`config.mk`:
```
export PLATFORM = sky130hd
export DESIGN_NAME = p2ag_ctrl
export DESIGN_NICKNAME = d
export VERILOG_FILES = /design/src/p2ag_pkg.sv /design/src/p2ag_ctrl.sv
export SDC_FILE = /design/constraint.sdc
export NUM_CORES = 1
export LEC_CHECK = 0
export BUFFER_PORTS_ARGS = -buffer_cell sky130_fd_sc_hd__buf_2
export CORE_AREA = 2 2 39 41
export DETAILED_ROUTE_END_ITERATION = 7
export DIE_AREA = 0 0 41 43
export GPL_ROUTABILITY_DRIVEN = 0
export GPL_TIMING_DRIVEN = 0
export PLACE_DENSITY = 0.77
export SYNTH_ARGS = -nofsm -noshare
export SYNTH_HDL_FRONTEND = slang
export SYNTH_SLANG_ARGS = --single-unit
```
`constraint.sdc`:
```
create_clock -name clk -period 2.04 [get_ports clk]
set_input_delay 0.408 -clock clk [delete_from_list [all_inputs] [get_ports clk]]
set_output_delay 0.408 -clock clk [all_outputs]
set_load 0.01 [all_outputs]
```
`src/p2ag_pkg.sv`:
```
`timescale 1ns / 1ps
// Shared types, constants and the glyph lookup for the pixel-to-glyph block.
package p2ag_pkg;

	// configuration register widths and indexes
	localparam int IMG_W_W    = 11;
	localparam int IMG_H_W    = 12;
	localparam int WIN_REG_W  = 5;
	localparam int CFG_DATA_W = 12;
	localparam int CFG_IDX_W  = 2;

	localparam logic [CFG_IDX_W-1:0] REG_IMAGE_WIDTH  = 2'd0;
	localparam logic [CFG_IDX_W-1:0] REG_IMAGE_HEIGHT = 2'd1;
	localparam logic [CFG_IDX_W-1:0] REG_WINDOW_SIZE  = 2'd2;

	localparam logic [IMG_W_W-1:0]   RESET_IMAGE_WIDTH  = 11'd120;
	localparam logic [IMG_H_W-1:0]   RESET_IMAGE_HEIGHT = 12'd240;
	localparam logic [WIN_REG_W-1:0] RESET_WINDOW_SIZE  = 5'd1;

	localparam logic [IMG_H_W-1:0] MAX_HEIGHT = 12'd2048;

	// pixel and luma
	localparam int PIX_W  = 8;
	localparam int LUMA_W = 24;
	localparam logic [LUMA_W-1:0] LUMA_R = 24'd19595;
	localparam logic [LUMA_W-1:0] LUMA_G = 24'd38470;
	localparam logic [LUMA_W-1:0] LUMA_B = 24'd7471;

	// counters and sums
	localparam int ROW_W   = 11;
	localparam int PROW_W  = 10;
	localparam int OUT_H_W = 11;
	localparam int SUM_W   = 16;

	// glyph mapping
	localparam int GLYPH_W     = 7;
	localparam int GLYPH_COUNT = 15;
	localparam int GLYPH_STEP  = 18;
	localparam int GIDX_W      = 4;

	// dark to light: M N H Q $ O C ? 7 > ! : - ; .
	localparam logic [GLYPH_W-1:0] GLYPH_TABLE [GLYPH_COUNT] = '{
		7'h4D, 7'h4E, 7'h48, 7'h51, 7'h24, 7'h4F, 7'h43, 7'h3F,
		7'h37, 7'h3E, 7'h21, 7'h3A, 7'h2D, 7'h3B, 7'h2E
	};

	// operations of the shared divider
	typedef enum logic [2:0] {
		OP_COL,
		OP_ROW,
		OP_WID,
		OP_HGT,
		OP_AVG
	} div_op_t;

	typedef struct packed {
		logic    take;
		logic    luma_en;
		logic    line_write;
		logic    div_start;
		div_op_t div_op;
		logic    sum_write;
		logic    emit;
		logic    advance;
	} cmd_t;

	typedef struct packed {
		logic row_odd;
		logic div_done;
		logic window_done;
		logic glyph_ok;
		logic out_free;
	} status_t;

	// index = min(avg / 18, 14), counted as thresholds passed
	function automatic logic [GLYPH_W-1:0] glyph_code(input logic [SUM_W-1:0] avg);
		logic [GIDX_W-1:0] idx;
		idx = '0;
		for (int n = 1; n < GLYPH_COUNT; n++) begin
			if (avg >= SUM_W'(GLYPH_STEP * n)) begin
				idx = idx + GIDX_W'(1);
			end
		end
		return GLYPH_TABLE[idx];
	endfunction

endpackage

```
`src/p2ag_ctrl.sv`:
```
`timescale 1ns / 1ps
// Controller: sequences one pixel at a time through luma, divider and window sums.
module p2ag_ctrl (
	input  logic                clk,
	input  logic                arst_n,
	input  logic                in_valid,
	input  p2ag_pkg::status_t   status,
	output p2ag_pkg::cmd_t      cmd
);
	import p2ag_pkg::*;

	typedef enum logic [2:0] {
		S_IDLE,
		S_LUMA,
		S_STORE,
		S_DIV,
		S_SUM_READ,
		S_SUM_WRITE,
		S_EMIT,
		S_DONE
	} state_t;

	state_t state_q;
	cmd_t   cmd_q;

	always_ff @(posedge clk or negedge arst_n) begin
		if (!arst_n) begin
			state_q      <= S_IDLE;
			cmd_q        <= '0;
			cmd_q.take   <= 1'b1;
			cmd_q.div_op <= OP_COL;
		end else begin
			cmd_q.luma_en    <= 1'b0;
			cmd_q.line_write <= 1'b0;
			cmd_q.div_start  <= 1'b0;
			cmd_q.sum_write  <= 1'b0;
			cmd_q.emit       <= 1'b0;
			cmd_q.advance    <= 1'b0;
			unique case (state_q)
				S_IDLE: begin
					if (in_valid) begin
						state_q       <= S_LUMA;
						cmd_q.take    <= 1'b0;
						cmd_q.luma_en <= 1'b1;
					end
				end
				S_LUMA: begin
					if (status.row_odd) begin
						state_q         <= S_DIV;
						cmd_q.div_op    <= OP_COL;
						cmd_q.div_start <= 1'b1;
					end else begin
						state_q          <= S_STORE;
						cmd_q.line_write <= 1'b1;
					end
				end
				S_STORE: begin
					state_q       <= S_DONE;
					cmd_q.advance <= 1'b1;
				end
				S_DIV: begin
					if (status.div_done) begin
						unique case (cmd_q.div_op)
							OP_COL: begin
								cmd_q.div_op    <= OP_ROW;
								cmd_q.div_start <= 1'b1;
							end
							OP_ROW: state_q <= S_SUM_READ;
							OP_WID: begin
								cmd_q.div_op    <= OP_HGT;
								cmd_q.div_start <= 1'b1;
							end
							OP_HGT: begin
								cmd_q.div_op    <= OP_AVG;
								cmd_q.div_start <= 1'b1;
							end
							OP_AVG: begin
								state_q    <= S_EMIT;
								cmd_q.emit <= 1'b1;
							end
							default: state_q <= S_DONE;
						endcase
					end
				end
				S_SUM_READ: begin
					state_q         <= S_SUM_WRITE;
					cmd_q.sum_write <= 1'b1;
				end
				S_SUM_WRITE: begin
					if (status.window_done) begin
						state_q         <= S_DIV;
						cmd_q.div_op    <= OP_WID;
						cmd_q.div_start <= 1'b1;
					end else begin
						state_q       <= S_DONE;
						cmd_q.advance <= 1'b1;
					end
				end
				S_EMIT: begin
					if (!status.glyph_ok || status.out_free) begin
						state_q       <= S_DONE;
						cmd_q.advance <= 1'b1;
					end else begin
						cmd_q.emit <= 1'b1;
					end
				end
				S_DONE: begin
					state_q    <= S_IDLE;
					cmd_q.take <= 1'b1;
				end
				default: begin
					state_q    <= S_IDLE;
					cmd_q.take <= 1'b1;
				end
			endcase
		end
	end

	assign cmd = cmd_q;

endmodule

```
==> results of run 1 <==
-- path summary, 6_finish.rpt --
kind                                        startpoint                      to  slack [ps]  depth (start not counted)
worst min-delay path                         status[2]        cmd[0]$_DFF_PN0_         360                          2
worst min register to register      cmd[9]$_DFFE_PN1P_      cmd[9]$_DFFE_PN1P_         530                          2
worst max-delay path                cmd[9]$_DFFE_PN1P_                  cmd[9]         680                          1
min in group asynchronous                       arst_n  state_q[2]$_DFFE_PN0P_         530                          2
max in group asynchronous                       arst_n      cmd[9]$_DFFE_PN1P_        1220                          2
worst max register to register  state_q[2]$_DFFE_PN0P_  state_q[0]$_DFFE_PN0P_         770                          3
-- sequential cells by signal, summed over array words and instances, names as in the netlist --
signal,count
state_q,3
cmd,10
-- worst register-to-register path: cells and delay by family, from the launching register on --
kind | cells | cell delay, ps
flops | 1 | 460
simple gates | 1 | 240
compound gates | 2 | 520
-- kinds of logic (layout without fill, tap and decap cells) --
| logic type | Yosys count | count (layout) | synth area share |
|---|---|---|---|
| compound gates | 21 | 21 | 0.2224 |
| xor+xnor | 1 | 1 | 0.01309 |
| simple gates | 22 | 22 | 0.2037 |
| mux | 1 | 1 | 0.01682 |
| buf+inv | 8 | 30 | 0.05607 |
| flops | 13 | 13 | 0.4879 |
-- layout by cell type (no fill, tap or decap), drive strengths merged, types with 2 or more instances in the layout --
master,count
nand3b,2
nor2,3
dfrtp,12
o21ai,4
nand2,3
nand2b,2
clkbuf,3
nor3,2
inv,4
a21oi,4
nor4,2
buf,21
and2,2
o21a,2
o211ai,2
-- layout make-up --
cell class	count	area [sq um]
Timing Repair Buffer	18	95.09
Buffer	4	22.52
Sequential cell	13	326.6
Multi-Input combinational cell	45	305.3
Inverter	4	15.01
Clock inverter	1	5.005
Clock buffer	3	22.52
Tap cell	16	20.02
Fill cell	131	571.8
-- power groups by stage --
stage                     Combinational [mW]  Sequential (mW)  Clock [mW]
after CTS                              0.528            0.435       0.169
after detailed placement               0.520            0.441           0
after global routing                   0.584            0.453       0.176
after global placement                 0.507            0.439           0
final                                  0.530            0.437       0.167
after floorplan                        0.349            0.457           0
-- through the flow --
stage	power [mW]	utilization	cell area, sq um	setup slack [ps]
after floorplan	0.8067	-	669.4	837.2
after global placement	0.9458	0.5597	774.5	801.6
after detailed placement	0.9607	0.5597	774.5	801.3
after CTS	1.133	0.5868	812.0	671.9
after global routing	1.213	0.5868	812.0	656.3
final	1.134	0.5868	812.0	676.7
-- layer usage --
metal  vias to the layer above  part of all wire  GRT usage
li1                        291                 -          -
met1                       288              0.44     0.2635
met2                        20              0.49     0.3031
met3                         5             0.042    0.03141
met4                         0             0.028     0.1200
met5                         -                 0          0
-- repair_timing --
action                    4_1_cts  5_1_grt
hold buffers                    1        0
resized for setup               0        0
hold endpoints to repair        7        0
==> impl_results.md, run 1 <==
- Final setup TNS: 0 ps
- Post-DP HPWL: between 1000 and 1500 microns
- Synth cell count leaders: dfrtp_1, a21oi_1, inv_1, o21ai_0
- Routed len/inst: 14.26 microns
- CP arrival: 960 ps
- CTS buffer count: 3
- Syn_nets: 74
- Synth area leader: dfrtp_1
- Final Skew: 4.727 ps
- Max-cap violations: 0
- Chip Width: between 40 and 50 microns
- CTS tree: built
- Clock tree buffer depth: 2
- Minimum clock period: approximately 1400 ps
- Antenna diode count: 0
- RSZ-0062 raised after global routing: false
- Synth cell types: 33
- Fin. max-slew vios: 0
- DRT iter0 DRCs: 22
- Vias per cell: ~5.8
- IO buf count: 17
- Layout cell share with drive strength beyond 1: 0.3295
- Main synth FF type: dfrtp_1
- CP max stage cell: dfstp_2
- Residual DRC: 0
- Area growth, synth to finish: 21.31%
- Crit-path max FO: 3
- ANT nets after route: 0
- Rel. slew slack: 0.7902
- # H-tree levels: 1
- Worst path cell trace: buf_2
- Vias in the first global route: 539
- Pleak: 0.3867 nW
- Most frequent cell after synthesis: dfrtp_1
- PwrDens: 1396 nW/um^2
- Mapped Area: 669.4 sq um
- Psw: 468.7 uW
- Clk_lat worst skew: about 290 ps
- Top-area cell type share of the netlist area: 0.4486
- Flops & latches, synth: 13
- Via count: 604
- Switching Share: 0.4134
- Reg power frac: 0.385
- Worst-Margin Slew: 311.9 ps
- Warnings from Yosys: 0
- Outcome: finished clean
- Core footprint: 1384 sq um
- Avg Cell Area, Syn: 10.14 sq um
- GRT Util Overall: 0.2029
- Number of flops mapped to enable cells by yosys: 0
- CP Data Required Time: 1630 ps
- Die Height: 43 microns
- Fmax: 733.5 MHz
- CTS root buffer: clkbuf_4
- Placed cells: 99
- Finished Layout Cells: about 100
- Final nets: 97
- Largest net degree at the start of global routing: 14
- Pint: 665.1 uW
- Die Area: 1763 sq um
- Starting Density: 0.4837
- Post-synth ARST share: 1.000
- Final hold vios: 0
- DRT Pass-1 Iters: 5
- Hold Crit Class: in2reg
- Peak supply drop: 0.6305 mV
- Crit Path Class: reg2out
- Largest cells by area after synthesis: dfrtp_1, dfstp_2, a21oi_1, o21ai_0, buf_2
- Worst Path Buf+Inv: 1
- First-pass GRT wire length: 2359 microns
- # clock sinks: 13
- Fin crit share: 0.6683
- Postcts setup bufs: 0
- Crit-path leading delay family: flip-flops
- Final setup fails: 0
- Clock network power share: 0.147
- CTS clk-pin slew, worst paths: 90 ps
- Post-Synthesis Cells: 66
- Row cnt: 14
- Grt ovf: 0
- Post-synthesis sequential area ratio: 0.4879
- IO Pins: 18
- Initial antenna violation count: 0
- Hold slack: about 360 ps
- Critical Path Start Type: flop
- Crit. End Element: output pin
- Comb power frac: 0.467
- WL final: between 1000 and 1500 microns
- Peak per-stage delay on the critical path: 540 ps
Note: power is estimated with default switching activity, not from simulation.
==> inputs of run 2 (changes only) <==
CORE_AREA = not set   (was 2 2 39 41)
CORE_UTILIZATION = 44   (was not set)
DIE_AREA = not set   (was 0 0 41 43)
PLACE_DENSITY = 0.71   (was 0.77)
clock period = 1.2 ns   (was 2.04 ns; I/O delays follow)
==> run 2 against run 1 <==
Clock power increased by 71%. Register-to-register slack worse by 790 ps. The flow now finishes with violations (setup timing). Sequential cell count unchanged. Worst setup slack lost 700 ps. Count of clock-buffer cells in the layout up 1. Die area is 4.6% lower. Sequential share of layout area decreased by 3.2 points. Combinational power rose by 100%. Clock skew rose by 8.9 ps.
==> impl_results.md, run 2 (synthesized netlist as in run 1, its figures left out) <==
- Outcome: finished, violations left
- Failing checks: setup timing
- Busiest grt layer: met2
- Final setup fails: 3
- Final setup TNS: -20.92 ps
- End of the worst hold path: cmd[0]$_DFF_PN0_
- Worst Hold Depth: 2
- Residual DRC: 0
- DP Area: 777.0 sq um
- Fmax: about 820 MHz
- # H-tree levels: 1
- Setup slack at placement: -43.67 ps
- Pleak: 0.4037 nW
- Worst path cell trace: and4b_1 > nand3b_1 > a32o_1
- Initial antenna violation count: 0
- HP Start: status[2]
- CTS root buffer: clkbuf_4
- CTS tree: built
- Final hold vios: 0
- Post-DP HPWL: 973.7 microns
- Final nets: slightly below 100
- Starting Density: 0.4958
- Worst reg2reg startpoint: state_q[2]$_DFFE_PN0P_
- PwrDens: 2396 nW/um^2
- RSZ-0062 raised after global routing: true
- Critical Path Start Type: flop
- Vias per cell: between 5 and 6
- Peak supply drop: 1.672 mV
- Fin crit share: 1.017
- Reg2Reg Depth: 3
- Die Area: around 1700 sq um
- Antenna diode count: 0
- Grt met1 use: 0.2625
- Minimum clock period: 1220 ps
- First-pass GRT wire length: ~2100 microns
- Crit Path Class: reg2reg
- Area growth, synth to finish: 33.83%
- Peak per-stage delay on the critical path: 470 ps
- Routed len/inst: 14.23 microns
- CP max stage cell: dfrtp_2
- Worst-Margin Slew: 312.6 ps
- Max reg flops: 10
- Reg2reg setup slack: -20 ps
- CP Data Required Time: between 1000 and 1500 ps
- Clk_lat worst skew: just under 300 ps
- Post-route cell area: ~900 sq um
- Row cnt: 13
- Die Height: 41.01 microns
- Met2 Track Usage GR: 0.3008
- Max-cap violations: 0
- Final Skew: 13.68 ps
- Reg2Reg Capture Point: cmd[4]$_DFFE_PN0P_
- Layout cell share with drive strength beyond 1: 0.4556
- DRT Pass-1 Iters: 4
- # clock sinks: 13
- Grt ovf: 0
- Largest net degree at the start of global routing: 14
- CP arrival: roughly 1400 ps
- Crit. End Element: flop
- Via count: 620
- Crit-path max FO: 7
- CTS clk-pin slew, worst paths: around 90 ps
- WL final: 1494 microns
- DRT iter0 DRCs: 7
- Rel. slew slack: 0.7889
- Fin. max-slew vios: 0
- CTS buffer count: 3
- ANT nets after route: 0
- Layout fillers: 118
- PnR worst setup slack: -19.90 ps
- GRT Util Overall: 0.2034
- IO buf count: 17
- Most frequent cells in the layout: buf_2, dfrtp_1, inv_1, o21ai_0, dfrtp_2
- IO Pins: 18
- Core footprint: 1350 sq um
- Vias in the first global route: 504
- Chip Width: approximately 41 microns
- Hold Crit Class: in2reg
- Grt met3 use: 0.08152
- Most common cell after layout, fill and taps aside: buf_2
- Clock tree buffer depth: 2
run 2: worst max path at each step:
stage | startpoint | endpoint | slack, ps
after floorplan | cmd[5]$_DFFE_PN0P_ | state_q[0]$_DFFE_PN0P_ | 20
after global placement | state_q[2]$_DFFE_PN0P_ | cmd[1]$_DFF_PN0_ | -40
after detailed placement | cmd[4]$_DFFE_PN0P_ | state_q[0]$_DFFE_PN0P_ | -40
after CTS | cmd[5]$_DFFE_PN0P_ | state_q[0]$_DFFE_PN0P_ | 1
after global routing | state_q[0]$_DFFE_PN0P_ | cmd[3]$_DFFE_PN0P_ | -40
final | state_q[2]$_DFFE_PN0P_ | cmd[4]$_DFFE_PN0P_ | -20
run 2: cell type report:
cell class | instances | area, sq um | share of cell area
inverter | 4 | 15.01 | 0.01676
clock buffer | 4 | 26.28 | 0.02933
sequential | 13 | 331.6 | 0.3701
multi-input combinational | 45 | 355.3 | 0.3966
timing repair buffer | 20 | 117.6 | 0.1313
tap | 15 | 18.77 | 0.02095
buffer | 4 | 31.28 | 0.03492
run 2: timing repair:
action                                 in CTS  in global routing
endpoints found under the hold margin      12                  0
cloned                                      0                  1
gates resized for setup                     7                 10
pin swaps                                   1                  4
setup endpoints to repair                   4                  7
hold buffers                                1                  0
setup buffers                               1                  0
run 2: layer usage:
| layer | up-vias | routed length, microns |
|---|---|---|
| met4 | 0 | 18 |
| met5 | - | 0 |
| met2 | 18 | 700 |
| met3 | 2 | 84 |
| met1 | 305 | 691 |
| li1 | 295 | - |
run 2: report_power, final:
group | internal, mW | total (mW) | switching [mW]
clock | 0.129 | 0.286 | 0.156
combinational | 0.521 | 1.08 | 0.560
sequential | 0.615 | 0.779 | 0.164
run 2: metrics by stage:
step	hold WS [ps]	power (mW)	util	instances
after floorplan	-55.59	1.377	-	66
after global placement	136.6	1.621	0.5755	98
after detailed placement	137.5	1.637	0.5755	98
after CTS	229.6	1.983	0.6209	104
after global routing	221.5	2.309	0.6636	105
final	222.5	2.146	0.6636	105
run 2: critical path: cells and delay by family, from the launching register on:
| family | cells | cell delay, ps |
|---|---|---|
| AOI/OAI and AO/OA | 1 | 230 |
| and+or+nand+nor | 2 | 400 |
| DFF | 1 | 470 |
==> inputs of run 3 (changes only) <==
CORE_UTILIZATION = 30   (was 44)
PLACE_DENSITY = 0.52   (was 0.71)
RECOVER_POWER = 50   (was not set)
SLEW_MARGIN = 20   (was not set)
==> run 3 against run 2 <==
The run still ends with setup timing left. Maximum frequency fell by 2.3%. Sequential share of layout area fell by 1.1 points. Total power rose by 3.0%. Worst setup slack got worse by 29 ps. Global-route usage fell by 5.2 points. Combinational power rose by 6%. Critical endpoint is now state_q[0]$_DFFE_PN0P_. Largest cell class unchanged.
==> impl_results.md, run 3 (synthesized netlist as in run 1, its figures left out) <==
- Worst-Margin Slew: 728.1 ps
- Reg power frac: 0.353
- Peak per-stage delay on the critical path: 440 ps
- Row cnt: 16
- Layout cell share with drive strength beyond 1: 0.4725
- Die Height: slightly below 50 microns
- DRT Pass-1 Iters: 3
- Layout fillers: 213
- First-pass GRT wire length: 2642 microns
- CTS clk-pin slew, worst paths: 90 ps
- Critical Path Start Type: flop
- CTS root buffer: clkbuf_4
- Final Skew: 4.985 ps
- Post-DP HPWL: approximately 1100 microns
- Max-cap violations: 0
- IO buf count: 17
- Die Area: 2424 sq um
- Rel. slew slack: 0.5146
- Max reg flops: 10
- Minimum clock period: 1249 ps
- CTS buffer count: 3
- DRT iter0 DRCs: 5
- Placed cells: 110
- Crit Path Class: reg2reg
- Psw: just over 900 uW
- Fin. max-slew vios: 0
- Vias per cell: 5.144
- IO Pins: 18
- Worst path cell trace: and2b_2 > a211oi_2 > o32a_1
- # H-tree levels: 1
- Fin crit share: 1.041
- GRT Util Overall: 0.1513
- WL final: 1718 microns
- Clock tree buffer depth: 2
- ANT nets after route: 0
- Pint: 1.300 mW
- Final hold vios: 0
- CP Data Required Time: 1370 ps
- Worst Path Buf+Inv: 0
- Pleak: 0.4108 nW
- Setup slack at placement: -64.25 ps
- Antenna diode count: 0
- Area growth, synth to finish: 37.76%
- Crit-path max FO: 4
- Initial antenna violation count: 0
- Largest net degree at the start of global routing: 14
- Routed len/inst: 14.56 microns
- CP max stage cell: dfrtp_2
- PwrDens: 2397 nW/um^2
- Vias in the first global route: 558
- Fmax: 800.6 MHz
- Grt ovf: 0
- Most frequent cells in the layout: buf_2, dfrtp_1
- Failing checks: setup timing
- Peak supply drop: 1.301 mV
- Final nets: 100
- Final setup fails: 3
- Crit. End Element: flop
- Via count: 607
- CTS tree: built
- Residual DRC: 0
- Post-layout util: 0.4561
- Core footprint: 2022 sq um
- RSZ-0062 raised after global routing: true
- Clk_lat worst skew: 290 ps
- Hold slack: roughly 180 ps
- Hold Crit Class: in2reg
- Most common cell after layout, fill and taps aside: buf_2
- CP arrival: 1420 ps
- Chip Width: approximately 50 microns
- Switching Share: 0.4116
- Clock network power share: 0.131
- Crit-path leading delay family: flip-flops
- Outcome: finished, violations left
- # clock sinks: 13
- Comb power frac: 0.516
- PnR worst setup slack: -49.12 ps
- Starting Density: 0.3311
- Finished Layout Cells: 118
run 3: cell types whose count changed in the layout (fill, tap and decap cells not counted), sizes merged:
cell,before,now
clkbuf,4,6
buf,23,22
run 3: cell type report:
type	count	area, sq um	area share
multi-input cells	45	355.3	0.3853
flip-flops and latches	13	331.6	0.3596
repair buffers	21	122.6	0.1330
plain buffers	4	37.54	0.04071
well taps	27	33.78	0.03664
clock buffers	4	26.28	0.02849
inverters	4	15.01	0.01628
run 3: worst register-to-register path: stages (launching register included):
cell	delay [ps]
dfrtp_2	440
and2b_2	260
a211oi_2	70
o32a_1	360
run 3: metal layers:
metal	global-route usage	vias up	routed length, microns
met4	0.1029	0	50
met3	0.03427	5	51
met5	0	-	0
met1	0.1916	295	778
li1	-	296	-
met2	0.2260	11	839
run 3: path summary, 6_finish.rpt:
kind,from,end,slack (ps),cells past startpoint
worst max-delay path,cmd[4]$_DFFE_PN0P_,state_q[0]$_DFFE_PN0P_,-50,3
worst min-delay path,status[2],cmd[0]$_DFF_PN0_,180,2
worst max register to register,cmd[4]$_DFFE_PN0P_,state_q[0]$_DFFE_PN0P_,-50,3
worst min register to register,cmd[9]$_DFFE_PN1P_,cmd[9]$_DFFE_PN1P_,540,2
max in group asynchronous,arst_n,state_q[2]$_DFFE_PN0P_,180,2
min in group asynchronous,arst_n,cmd[7]$_DFF_PN0_,510,2
run 3: power by group through the flow:
stage,sequential (mW),clock (mW),combinational (mW)
5_1_grt,0.804,0.319,1.26
3_5_place_dp,0.758,0,0.897
4_1_cts,0.751,0.300,0.971
3_3_place_gp,0.756,0,0.895
6_report,0.780,0.289,1.14
2_1_floorplan,0.779,0,0.598
run 3: through the flow:
stage | setup TNS [ps] | total power, mW | cell area [sq um]
4_1_cts | -31.54 | 2.022 | 859.6
2_1_floorplan | 0 | 1.377 | 673.1
3_5_place_dp | -177.9 | 1.655 | 792.0
3_3_place_gp | -178.2 | 1.652 | 792.0
6_report | -76.32 | 2.210 | 922.1
5_1_grt | -403.7 | 2.380 | 922.1
run 3: timing repair:
item | 4_1_cts | 5_1_grt
setup buffers | 2 | 1
hold buffers | 1 | 0
gates resized for setup | 6 | 14
setup endpoints to repair | 4 | 11
endpoints found under the hold margin | 12 | 0
pin swaps | 1 | 4
